==> config.mk <==
export PLATFORM = sky130hd
export DESIGN_NAME = affine_cipher_printable_ascii_top_flat
export DESIGN_NICKNAME = d
export VERILOG_FILES = /design/src/rtl/core/acp_pkg.sv /design/src/rtl/core/acp_in_if.sv /design/src/rtl/core/acp_out_if.sv /design/src/rtl/core/affine_cipher_printable_ascii_top.sv /design/src/rtl/core/acp_regs.sv /design/src/rtl/core/acp_ctrl.sv /design/src/rtl/core/acp_dp.sv /design/src/flat_wrapper.sv
export SDC_FILE = /design/constraint.sdc
export NUM_CORES = 1
export LEC_CHECK = 0
export ABC_AREA = 1
export BUFFER_PORTS_ARGS = -buffer_cell sky130_fd_sc_hd__buf_2
export CAP_MARGIN = 20
export CELL_PAD_IN_SITES_DETAIL_PLACEMENT = 0
export CELL_PAD_IN_SITES_GLOBAL_PLACEMENT = 1
export CORE_ASPECT_RATIO = 1.4
export CORE_MARGIN = 2
export CORE_UTILIZATION = 30
export CTS_BUF_LIST = sky130_fd_sc_hd__clkbuf_16
export DETAILED_ROUTE_END_ITERATION = 6
export PLACE_DENSITY = 0.7
export SETUP_SLACK_MARGIN = 0.15
export SLEW_MARGIN = 10
export SYNTH_ARGS = -nofsm -noshare
export SYNTH_HDL_FRONTEND = slang
export SYNTH_SLANG_ARGS = --single-unit
==> constraint.sdc <==
create_clock -name clk -period 4.2 [get_ports clk]
set_input_delay 0.21 -clock clk [delete_from_list [all_inputs] [get_ports clk]]
set_output_delay 0.21 -clock clk [all_outputs]
set_load 0.01 [all_outputs]
==> src/rtl/core/acp_pkg.sv <==
// acp_pkg: shared constants, status codes and control structs for the
// affine cipher block; used by the interfaces and every rtl/core module
`timescale 1ns / 1ps

package acp_pkg;

    // alphabet defaults: printable ascii
    localparam int ALPHABET_SIZE_DEF = 95;
    localparam int FIRST_CODE_DEF    = 32;

    // fixed field widths
    localparam int KEY_W   = 7;
    localparam int CODE_W  = 8;
    localparam int OUT_W   = 7;
    localparam int STAT_W  = 2;
    localparam int PDATA_W = 32;
    localparam int PADDR_W = 3;

    // result status codes
    localparam logic [STAT_W-1:0] ST_OK    = 2'd0;
    localparam logic [STAT_W-1:0] ST_KEY   = 2'd1;
    localparam logic [STAT_W-1:0] ST_RANGE = 2'd2;

    // register word index (paddr[2])
    localparam logic REG_MULT_KEY = 1'b0;
    localparam logic REG_ADD_KEY  = 1'b1;

    // controller to datapath commands
    typedef struct packed {
        logic load_item;
        logic key_start;
        logic red_step;
        logic inv_start;
        logic inv_step;
        logic mul_load;
        logic mul_step;
        logic fin;
    } acp_cmd_t;

    // datapath to controller status
    typedef struct packed {
        logic red_done;
        logic inv_done;
        logic mul_done;
    } acp_stat_t;

endpackage

==> src/rtl/core/acp_in_if.sv <==
// acp_in_if: request channel carrying mode and character byte
// depends on acp_pkg for field widths
`timescale 1ns / 1ps

interface acp_in_if import acp_pkg::*;
();
    logic              valid;
    logic              ready;
    logic              mode;
    logic [CODE_W-1:0] char_code;

    modport source (output valid, output mode, output char_code, input ready);
    modport sink   (input valid, input mode, input char_code, output ready);
endinterface

==> src/rtl/core/acp_out_if.sv <==
// acp_out_if: result channel carrying output code and status
// depends on acp_pkg for field widths
`timescale 1ns / 1ps

interface acp_out_if import acp_pkg::*;
();
    logic              valid;
    logic              ready;
    logic [OUT_W-1:0]  out_code;
    logic [STAT_W-1:0] status;

    modport source (output valid, output out_code, output status, input ready);
    modport sink   (input valid, input out_code, input status, output ready);
endinterface

==> src/rtl/core/affine_cipher_printable_ascii_top.sv <==
// affine_cipher_printable_ascii_top: affine cipher over a contiguous code alphabet
// depends on acp_pkg, acp_in_if, acp_out_if, acp_regs, acp_ctrl, acp_dp
//
//   channel    dir   handshake              payload
//   data_req   in    valid / ready          mode, char_code
//   data_rsp   out   valid / ready          out_code, status
//   apb        in    psel, penable, pwrite  paddr, pwdata -> prdata, pready
//
// one request at a time, computed by the one-bit-per-cycle modular multiplier
// in the datapath; the first request after reset or after a key write first
// reduces the keys by repeated subtraction and then searches the inverse
// rst_n clears the sequencer, the key-cache valid flag and the result valid
// a stalled result stays in its register; the next request is still taken and
// waits for the register only at the very end of its computation
`timescale 1ns / 1ps

module affine_cipher_printable_ascii_top import acp_pkg::*;
#(
    parameter int ALPHABET_SIZE = ALPHABET_SIZE_DEF,
    parameter int FIRST_CODE    = FIRST_CODE_DEF
)
(
    input  logic               clk,
    input  logic               rst_n,
    // configuration
    input  logic               psel,
    input  logic               penable,
    input  logic               pwrite,
    input  logic [PADDR_W-1:0] paddr,
    input  logic [PDATA_W-1:0] pwdata,
    output logic [PDATA_W-1:0] prdata,
    output logic               pready,
    // streams
    acp_in_if.sink             data_req,
    acp_out_if.source          data_rsp
);

    logic [KEY_W-1:0] mult_key;
    logic [KEY_W-1:0] add_key;
    logic             key_wr;
    acp_cmd_t         cmd;
    acp_stat_t        stat;

    // zero wait state port
    assign pready = 1'b1;

    // key registers and write strobe
    acp_regs u_regs (
        .clk      (clk),
        .rst_n    (rst_n),
        .psel     (psel),
        .penable  (penable),
        .pwrite   (pwrite),
        .paddr    (paddr),
        .pwdata   (pwdata),
        .prdata   (prdata),
        .mult_key (mult_key),
        .add_key  (add_key),
        .key_wr   (key_wr)
    );

    // sequencer: handshakes, key cache validity, step control
    acp_ctrl u_ctrl (
        .clk       (clk),
        .rst_n     (rst_n),
        .in_valid  (data_req.valid),
        .in_ready  (data_req.ready),
        .out_valid (data_rsp.valid),
        .out_ready (data_rsp.ready),
        .key_wr    (key_wr),
        .stat      (stat),
        .cmd       (cmd)
    );

    // arithmetic and result register
    acp_dp #(
        .ALPHABET_SIZE (ALPHABET_SIZE),
        .FIRST_CODE    (FIRST_CODE)
    ) u_dp (
        .clk       (clk),
        .cmd       (cmd),
        .stat      (stat),
        .mult_key  (mult_key),
        .add_key   (add_key),
        .mode      (data_req.mode),
        .char_code (data_req.char_code),
        .out_code  (data_rsp.out_code),
        .status    (data_rsp.status)
    );

endmodule

==> src/rtl/core/acp_regs.sv <==
// acp_regs: apb register file holding mult_key and add_key
// depends on acp_pkg; flags every write so cached key data is rebuilt
`timescale 1ns / 1ps

module acp_regs import acp_pkg::*;
(
    input  logic               clk,
    input  logic               rst_n,
    input  logic               psel,
    input  logic               penable,
    input  logic               pwrite,
    input  logic [PADDR_W-1:0] paddr,
    input  logic [PDATA_W-1:0] pwdata,
    output logic [PDATA_W-1:0] prdata,
    output logic [KEY_W-1:0]   mult_key,
    output logic [KEY_W-1:0]   add_key,
    output logic               key_wr
);

    logic [KEY_W-1:0] mult_key_reg, mult_key_next;
    logic [KEY_W-1:0] add_key_reg, add_key_next;
    logic             wr_en;
    logic             idx;

    assign idx   = paddr[PADDR_W-1];
    assign wr_en = psel & penable & pwrite;

    always_comb
    begin
        mult_key_next = mult_key_reg;
        add_key_next  = add_key_reg;
        if (wr_en)
        begin
            if (idx == REG_MULT_KEY)
            begin
                mult_key_next = pwdata[KEY_W-1:0];
            end
            else
            begin
                add_key_next = pwdata[KEY_W-1:0];
            end
        end
    end

    always_ff @(posedge clk or negedge rst_n)
    begin
        if (!rst_n)
        begin
            mult_key_reg <= KEY_W'(1);
            add_key_reg  <= '0;
        end
        else
        begin
            mult_key_reg <= mult_key_next;
            add_key_reg  <= add_key_next;
        end
    end

    // read mux, zero extended
    assign prdata   = (idx == REG_MULT_KEY) ? PDATA_W'(mult_key_reg) : PDATA_W'(add_key_reg);
    assign mult_key = mult_key_reg;
    assign add_key  = add_key_reg;
    assign key_wr   = wr_en;

endmodule

==> src/rtl/core/acp_ctrl.sv <==
// acp_ctrl: sequencer for key preparation, serial multiply and result hand-off
// depends on acp_pkg command and status structs
`timescale 1ns / 1ps

module acp_ctrl import acp_pkg::*;
(
    input  logic      clk,
    input  logic      rst_n,
    input  logic      in_valid,
    output logic      in_ready,
    output logic      out_valid,
    input  logic      out_ready,
    input  logic      key_wr,
    input  acp_stat_t stat,
    output acp_cmd_t  cmd
);

    typedef enum logic [5:0] {
        S_IDLE = 6'b000001,
        S_RED  = 6'b000010,
        S_INV  = 6'b000100,
        S_LOAD = 6'b001000,
        S_MUL  = 6'b010000,
        S_FIN  = 6'b100000
    } state_t;

    state_t state_reg, state_next;
    logic   key_valid_reg, key_valid_next;
    logic   out_valid_reg, out_valid_next;
    logic   slot_free;

    // result register can take a new value when empty or being drained
    assign slot_free = !out_valid_reg || out_ready;

    always_comb
    begin
        state_next     = state_reg;
        key_valid_next = key_valid_reg;
        cmd            = '0;
        in_ready       = 1'b0;
        unique case (state_reg)
            S_IDLE:
            begin
                in_ready = 1'b1;
                if (in_valid)
                begin
                    cmd.load_item = 1'b1;
                    if (key_valid_reg)
                    begin
                        state_next = S_LOAD;
                    end
                    else
                    begin
                        cmd.key_start = 1'b1;
                        state_next    = S_RED;
                    end
                end
            end
            S_RED:
            begin
                if (stat.red_done)
                begin
                    cmd.inv_start = 1'b1;
                    state_next    = S_INV;
                end
                else
                begin
                    cmd.red_step = 1'b1;
                end
            end
            S_INV:
            begin
                cmd.inv_step = 1'b1;
                if (stat.inv_done)
                begin
                    key_valid_next = 1'b1;
                    state_next     = S_LOAD;
                end
            end
            S_LOAD:
            begin
                cmd.mul_load = 1'b1;
                state_next   = S_MUL;
            end
            S_MUL:
            begin
                cmd.mul_step = 1'b1;
                if (stat.mul_done)
                begin
                    state_next = S_FIN;
                end
            end
            S_FIN:
            begin
                if (slot_free)
                begin
                    cmd.fin    = 1'b1;
                    state_next = S_IDLE;
                end
            end
            default:
            begin
                state_next = S_IDLE;
            end
        endcase
        // any key write drops the cached reduced keys and inverse
        if (key_wr)
        begin
            key_valid_next = 1'b0;
        end
    end

    always_comb
    begin
        out_valid_next = out_valid_reg;
        if (cmd.fin)
        begin
            out_valid_next = 1'b1;
        end
        else if (out_ready)
        begin
            out_valid_next = 1'b0;
        end
    end

    always_ff @(posedge clk or negedge rst_n)
    begin
        if (!rst_n)
        begin
            state_reg     <= S_IDLE;
            key_valid_reg <= 1'b0;
            out_valid_reg <= 1'b0;
        end
        else
        begin
            state_reg     <= state_next;
            key_valid_reg <= key_valid_next;
            out_valid_reg <= out_valid_next;
        end
    end

    assign out_valid = out_valid_reg;

endmodule

==> src/rtl/core/acp_dp.sv <==
// acp_dp: key reduction, inverse search, bit-serial modular multiply, result register
// depends on acp_pkg; driven by acp_ctrl commands
`timescale 1ns / 1ps

module acp_dp import acp_pkg::*;
#(
    parameter int ALPHABET_SIZE = ALPHABET_SIZE_DEF,
    parameter int FIRST_CODE    = FIRST_CODE_DEF
)
(
    input  logic              clk,
    input  acp_cmd_t          cmd,
    output acp_stat_t         stat,
    input  logic [KEY_W-1:0]  mult_key,
    input  logic [KEY_W-1:0]  add_key,
    input  logic              mode,
    input  logic [CODE_W-1:0] char_code,
    output logic [OUT_W-1:0]  out_code,
    output logic [STAT_W-1:0] status
);

    localparam int AW = $clog2(ALPHABET_SIZE);
    localparam int CW = $clog2(AW + 1);
    localparam int WW = 10;
    localparam logic [WW-1:0] M_W    = WW'(ALPHABET_SIZE);
    localparam logic [WW-1:0] M2_W   = WW'(2 * ALPHABET_SIZE);
    localparam logic [WW-1:0] FC_W   = WW'(FIRST_CODE);
    localparam logic [WW-1:0] FE_W   = WW'(FIRST_CODE + ALPHABET_SIZE);
    localparam logic [AW-1:0] LAST_K = AW'(ALPHABET_SIZE - 1);
    localparam logic [CW-1:0] LAST_C = CW'(AW - 1);

    // item
    logic              mode_reg, mode_next;
    logic [AW-1:0]     x_reg, x_next;
    logic              range_bad_reg, range_bad_next;
    // key cache
    logic [KEY_W-1:0]  ared_reg, ared_next;
    logic [KEY_W-1:0]  bred_reg, bred_next;
    logic [AW-1:0]     inv_reg, inv_next;
    logic              key_ok_reg, key_ok_next;
    logic [AW-1:0]     k_reg, k_next;
    logic [AW-1:0]     acc_reg, acc_next;
    // multiplier
    logic [AW-1:0]     macc_reg, macc_next;
    logic [AW-1:0]     mcand_reg, mcand_next;
    logic [AW-1:0]     mplier_reg, mplier_next;
    logic [AW-1:0]     addend_reg, addend_next;
    logic [CW-1:0]     cnt_reg, cnt_next;
    // result
    logic [OUT_W-1:0]  code_reg, code_next;
    logic [STAT_W-1:0] stat_reg, stat_next;

    logic [WW-1:0] ared_w, bred_w, code_w, x_w;
    logic [AW-1:0] a_k, b_k;
    logic [WW-1:0] acc_sum, acc_mod;
    logic          found, last_k;
    logic [WW-1:0] d_w;
    logic [WW-1:0] mt, mt_mod;
    logic [WW-1:0] ysum, y_w, res_w;

    assign ared_w = WW'(ared_reg);
    assign bred_w = WW'(bred_reg);
    assign a_k    = ared_w[AW-1:0];
    assign b_k    = bred_w[AW-1:0];

    assign code_w = WW'(char_code);
    assign x_w    = code_w - FC_W;

    // next multiple of a in the inverse search
    assign acc_sum = WW'(acc_reg) + WW'(a_k);
    assign acc_mod = (acc_sum >= M_W) ? (acc_sum - M_W) : acc_sum;
    assign found   = (acc_reg == AW'(1));
    assign last_k  = (k_reg == LAST_K);

    // decrypt offset (x - b) mod m
    assign d_w = (WW'(x_reg) >= WW'(b_k)) ? (WW'(x_reg) - WW'(b_k))
                                          : (WW'(x_reg) + M_W - WW'(b_k));

    // horner step, msb first: 2*acc + bit*mcand stays below 3m
    assign mt     = (WW'(macc_reg) << 1) + (mplier_reg[AW-1] ? WW'(mcand_reg) : '0);
    assign mt_mod = (mt >= M2_W) ? (mt - M2_W) : ((mt >= M_W) ? (mt - M_W) : mt);

    assign ysum  = WW'(macc_reg) + WW'(addend_reg);
    assign y_w   = (ysum >= M_W) ? (ysum - M_W) : ysum;
    assign res_w = y_w + FC_W;

    always_comb
    begin
        mode_next      = mode_reg;
        x_next         = x_reg;
        range_bad_next = range_bad_reg;
        ared_next      = ared_reg;
        bred_next      = bred_reg;
        inv_next       = inv_reg;
        key_ok_next    = key_ok_reg;
        k_next         = k_reg;
        acc_next       = acc_reg;
        macc_next      = macc_reg;
        mcand_next     = mcand_reg;
        mplier_next    = mplier_reg;
        addend_next    = addend_reg;
        cnt_next       = cnt_reg;
        code_next      = code_reg;
        stat_next      = stat_reg;

        if (cmd.load_item)
        begin
            mode_next      = mode;
            x_next         = x_w[AW-1:0];
            range_bad_next = (code_w < FC_W) || (code_w >= FE_W);
        end
        if (cmd.key_start)
        begin
            ared_next = mult_key;
            bred_next = add_key;
        end
        if (cmd.red_step)
        begin
            if (ared_w >= M_W)
            begin
                ared_next = ared_reg - KEY_W'(ALPHABET_SIZE);
            end
            if (bred_w >= M_W)
            begin
                bred_next = bred_reg - KEY_W'(ALPHABET_SIZE);
            end
        end
        if (cmd.inv_start)
        begin
            k_next   = AW'(1);
            acc_next = a_k;
        end
        if (cmd.inv_step)
        begin
            priority if (found)
            begin
                inv_next    = k_reg;
                key_ok_next = 1'b1;
            end
            else if (last_k)
            begin
                key_ok_next = 1'b0;
            end
            else
            begin
                k_next   = k_reg + AW'(1);
                acc_next = acc_mod[AW-1:0];
            end
        end
        if (cmd.mul_load)
        begin
            macc_next   = '0;
            cnt_next    = '0;
            mplier_next = mode_reg ? d_w[AW-1:0] : x_reg;
            mcand_next  = mode_reg ? inv_reg : a_k;
            addend_next = mode_reg ? '0 : b_k;
        end
        if (cmd.mul_step)
        begin
            macc_next   = mt_mod[AW-1:0];
            mplier_next = mplier_reg << 1;
            cnt_next    = cnt_reg + CW'(1);
        end
        if (cmd.fin)
        begin
            priority if (!key_ok_reg)
            begin
                code_next = '0;
                stat_next = ST_KEY;
            end
            else if (range_bad_reg)
            begin
                code_next = '0;
                stat_next = ST_RANGE;
            end
            else
            begin
                code_next = res_w[OUT_W-1:0];
                stat_next = ST_OK;
            end
        end
    end

    always_ff @(posedge clk)
    begin
        mode_reg      <= mode_next;
        x_reg         <= x_next;
        range_bad_reg <= range_bad_next;
        ared_reg      <= ared_next;
        bred_reg      <= bred_next;
        inv_reg       <= inv_next;
        key_ok_reg    <= key_ok_next;
        k_reg         <= k_next;
        acc_reg       <= acc_next;
        macc_reg      <= macc_next;
        mcand_reg     <= mcand_next;
        mplier_reg    <= mplier_next;
        addend_reg    <= addend_next;
        cnt_reg       <= cnt_next;
        code_reg      <= code_next;
        stat_reg      <= stat_next;
    end

    assign stat.red_done = (ared_w < M_W) && (bred_w < M_W);
    assign stat.inv_done = found || last_k;
    assign stat.mul_done = (cnt_reg == LAST_C);

    assign out_code = code_reg;
    assign status   = stat_reg;

endmodule
==> src/flat_wrapper.sv <==
// flat-port wrapper written by rule: the top's interface ports become plain ports
module affine_cipher_printable_ascii_top_flat import acp_pkg::*;
#(
    parameter int ALPHABET_SIZE = ALPHABET_SIZE_DEF,
    parameter int FIRST_CODE    = FIRST_CODE_DEF
)
  (clk, rst_n, psel, penable, pwrite, paddr, pwdata, prdata, pready, data_req_valid, data_req_mode, data_req_char_code, data_req_ready, data_rsp_valid, data_rsp_out_code, data_rsp_status, data_rsp_ready);
  acp_in_if data_req_i ();
  acp_out_if data_rsp_i ();
  input  logic clk;
  input  logic rst_n;
  input  logic psel;
  input  logic penable;
  input  logic pwrite;
  input  logic [PADDR_W-1:0] paddr;
  input  logic [PDATA_W-1:0] pwdata;
  output logic [PDATA_W-1:0] prdata;
  output logic pready;
  input wire logic [$bits(data_req_i.valid)-1:0] data_req_valid;
  input wire logic [$bits(data_req_i.mode)-1:0] data_req_mode;
  input wire logic [$bits(data_req_i.char_code)-1:0] data_req_char_code;
  output wire logic [$bits(data_req_i.ready)-1:0] data_req_ready;
  output wire logic [$bits(data_rsp_i.valid)-1:0] data_rsp_valid;
  output wire logic [$bits(data_rsp_i.out_code)-1:0] data_rsp_out_code;
  output wire logic [$bits(data_rsp_i.status)-1:0] data_rsp_status;
  input wire logic [$bits(data_rsp_i.ready)-1:0] data_rsp_ready;
  assign data_req_i.valid = data_req_valid;
  assign data_req_i.mode = data_req_mode;
  assign data_req_i.char_code = data_req_char_code;
  assign data_req_ready = data_req_i.ready;
  assign data_rsp_valid = data_rsp_i.valid;
  assign data_rsp_out_code = data_rsp_i.out_code;
  assign data_rsp_status = data_rsp_i.status;
  assign data_rsp_i.ready = data_rsp_ready;
  affine_cipher_printable_ascii_top #(.ALPHABET_SIZE(ALPHABET_SIZE), .FIRST_CODE(FIRST_CODE)) u_core (.clk(clk), .rst_n(rst_n), .psel(psel), .penable(penable), .pwrite(pwrite), .paddr(paddr), .pwdata(pwdata), .prdata(prdata), .pready(pready), .data_req(data_req_i), .data_rsp(data_rsp_i));
endmodule
==> results by group <==
Critical path
  • Top Family by Delay on Critical Path: adder cells
  • Cell Chain, Critical Path: nand2_1 -> inv_1 -> ha_1 -> fa_1 -> ha_1 -> inv_1 -> nor2_1 -> nand4_1 -> nand3_1 -> nand2_2 -> nand2_4 -> nand2_1 -> nand2_1 -> nand2_1 -> a21oi_1
  • CP max FO: 9
  • Largest stage delay, worst path: 0.56 ns
  • CP Data Arrival Time: 3.01 ns
  • Crit path buffers/inverters: 2
  • Type of origin of the critical path: register
  • Most common cell on crit path: nand2_1
  • CP max stage cell: fa_1
  • Worst endpoint required time: 4.34 ns
  • Worst Path Class, Setup: reg2reg
  • Endpoint class of the critical path: register

Clock tree
  • Setup Fix Bufs, Post-CTS: 0
  • Cts bufs inserted: 9
  • Clk slew on worst S/H paths: 0.08 ns
  • Worst skew pair latency: 0.35 ns
  • Clock sinks: 107
  • CTS tree: yes
  • Clock buffer depth: 2
  • CTS H-tree depth: 3
  • CTS Root Cell: clkbuf_16

Synthesis
  • Netlist cell types: 50
  • Top_reg_cell synth: edfxtp_1
  • Post-synth EDFFs: 56
  • Cell Area, Synth: 7204 µm²
  • Syn. warnings: 0
  • Post-synth top area share: 23.34%
  • Post-synth top cells: 217 x nand2_1, 134 x inv_1, 70 x nor2_1
  • Ys async rst share: 20.56%
  • Area leader, netlist: edfxtp_1
  • Most numerous cell in the Yosys netlist: nand2_1
  • Post-synthesis register bit count: 107
  • Post-synthesis sequential area ratio: 39.08%
  • Largest cells by area after synthesis: edfxtp_1 23%, nand2_1 11%, dfxtp_1 8.1%
  • Synthesized area per cell: 7.874 µm²
  • Gate count of the mapped netlist: 915

Die
  • Die X: 135.0 µm
  • Rows: 67
  • Starting density of the core: 30.26%
  • Die area: 25290 µm²
  • Number of I/O pins: 95
  • Core area: 23810 µm²
  • Die Ht: 187.4 µm

Cells and area
  • Share of cells above drive strength 1: 10.11%
  • Area grow syn2layout: 10.02%
  • Multi-input gate area: 3697 µm²
  • Final non-filler cell total: 1269
  • FF+latch area: 2815 µm²
  • Final nets: 1059
  • Fill count: 2590
  • Antenna cells: 0

STA
  • Final hold viol count: 0
  • Slew Limit Fails: 0
  • Final Cycle Share: 68.15%
  • Setup Skew: 0.01094 ns
  • Minimum clock period: 2.862 ns
  • Slew @ Worst Pin: 0.8789 ns
  • Peak Freq: 349.4 MHz
  • Rel. slew slack: 41.19%
  • Setup TNS: 0 ns
  • RSZ-0062 raised after global routing: no
  • Setup violations, final: 0

Power and ir drop
  • Reg power frac: 32.0%
  • P_leak: 3.733 nW
  • NetSw: 0.002255 W
  • Internal power: 0.002686 W
  • Combinational fraction of design power: 51.3%
  • Sw Ratio: 45.64%
  • Clock Power Share: 16.7%
  • Worst vdd ir: 0.4290 mV
  • PwrDens: 623.4 nW/µm²

Status
  • Status: finished, final reports clean

Placement
  • IO buf count: 41
  • Placed cells: 1252
  • RePlAce Congestion: 0.8321
  • Dpl hpwl: 13060 µm

Global routing
  • First-pass GRT wire length: 27200 µm
  • All-Layer GR Usage: 13.35%
  • Largest net degree at the start of global routing: 31
  • Total gr overflow: 0
  • Vias in the first global route: 5619
  • Initial antenna violation count: 0

Flow run
  • Max-cap violation count: 0

Route
  • Vias: 5770
  • DRT Pass-1 Iters: 7
  • DR WL/cell: 12.73 µm
  • Final WL: 16150 µm
  • Initial DRC count: 312
  • DRT antenna net count: 0
  • Vias/cell: 4.547
  • DR DRC count: 0

Min path
  • Worst Hold Class: in2reg
worst paths after layout:
path                                           start                         end  slack [ns]  cells past startpoint
max in group asynchronous                      rst_n  u_core.u_ctrl.state_reg[0]        3.46                      2
min in group asynchronous                      rst_n   u_core.u_regs.mult_key[1]        0.36                      2
hold reg to reg            u_core.u_dp.mplier_reg[0]   u_core.u_dp.mplier_reg[0]        0.47                      2
hold / removal                 data_req_char_code[0]        u_core.u_dp.x_reg[0]        0.05                      1
setup reg to reg           u_core.u_dp.mplier_reg[6]     u_core.u_dp.macc_reg[4]        1.34                     15
setup / recovery           u_core.u_dp.mplier_reg[6]     u_core.u_dp.macc_reg[4]        1.34                     15
what timing repair did:
action                                  in CTS  in global routing
hold buffers                                 1                  0
endpoints found under the setup margin       0                  0
hold endpoints to repair                    20                  0
gates resized for setup                      0                  0
cells by family (layout without fill, tap and decap cells):
logic type                 count (synthesis)  count (layout)  share of synthesized area, %
muxes                                      2               2                        0.3126
adders and majority gates                 54              54                         10.32
AOI/OAI and AO/OA                        147             147                         11.38
and+or+nand+nor                          401             401                         24.84
xor gates and xnor gates                  25              25                         3.039
buffers and inverters                    177             197                         10.94
DFF                                      107             107                         39.08
other                                      2              26                        0.1042
through the flow:
step	area [µm²]	utilization (%)	power [W]	worst slack [ns]	hold slack [ns]
3_3_place_gp	7631	32.05	0.004124	1.294	0.2216
2_1_floorplan	7295	-	0.003566	0.8325	-0.08559
4_1_cts	7926	33.29	0.004994	1.298	0.03468
3_5_place_dp	7631	32.05	0.004152	1.318	0.2203
6_report	7926	33.29	0.004941	1.338	0.04630
5_1_grt	7926	33.29	0.005443	1.030	0.02132
placed cells by master (no fill, tap or decap), drive strengths merged, types with 2 or more instances in the layout:
cell type,netlist,final
nand4,21,21
dfxtp,29,29
nor4,3,3
o21bai,4,4
xor2,15,15
o21ai,75,75
clkinv,0,2
xnor2,10,10
nand2,226,226
nor2,74,74
dfstp,2,2
a31oi,3,3
ha,45,45
a21oi,47,47
fa,9,9
dfrtp,20,20
conb,2,26
mux2,2,2
nor3,8,8
nand3,60,60
nand3b,4,4
edfxtp,56,56
o211ai,7,7
or2,3,3
inv,138,142
buf,33,42
clkbuf,6,9
o22ai,6,6
power groups by stage:
stage	Sequential [W]	Combinational (W)	Clock (W)
global route	0.00161	0.00293	0.000899
finish	0.00158	0.00254	0.000827
CTS	0.00158	0.00256	0.000853
floorplan	0.00151	0.00206	0
detailed placement	0.00160	0.00255	0
global placement	0.00160	0.00252	0
per-layer routing:
| metal | vias up | track usage [%] | part of all wire [%] | routed length (µm) |
|---|---|---|---|---|
| li1 | 3038 | - | - | - |
| met1 | 2624 | 15.86 | 43 | 6946 |
| met2 | 88 | 24.42 | 52 | 8401 |
| met3 | 20 | 1.897 | 2.4 | 388 |
| met4 | 0 | 4.367 | 2.6 | 416 |
| met5 | - | 0 | 0 | 0 |
cell type report:
type	instances	area share, %
inverters	138	6.535
well taps	310	4.893
multi-input cells	655	46.65
clock buffers	9	2.841
clock inverters	7	0.7577
repair buffers	43	2.810
flip-flops and latches	107	35.52
(Power assumes the default switching activity.)
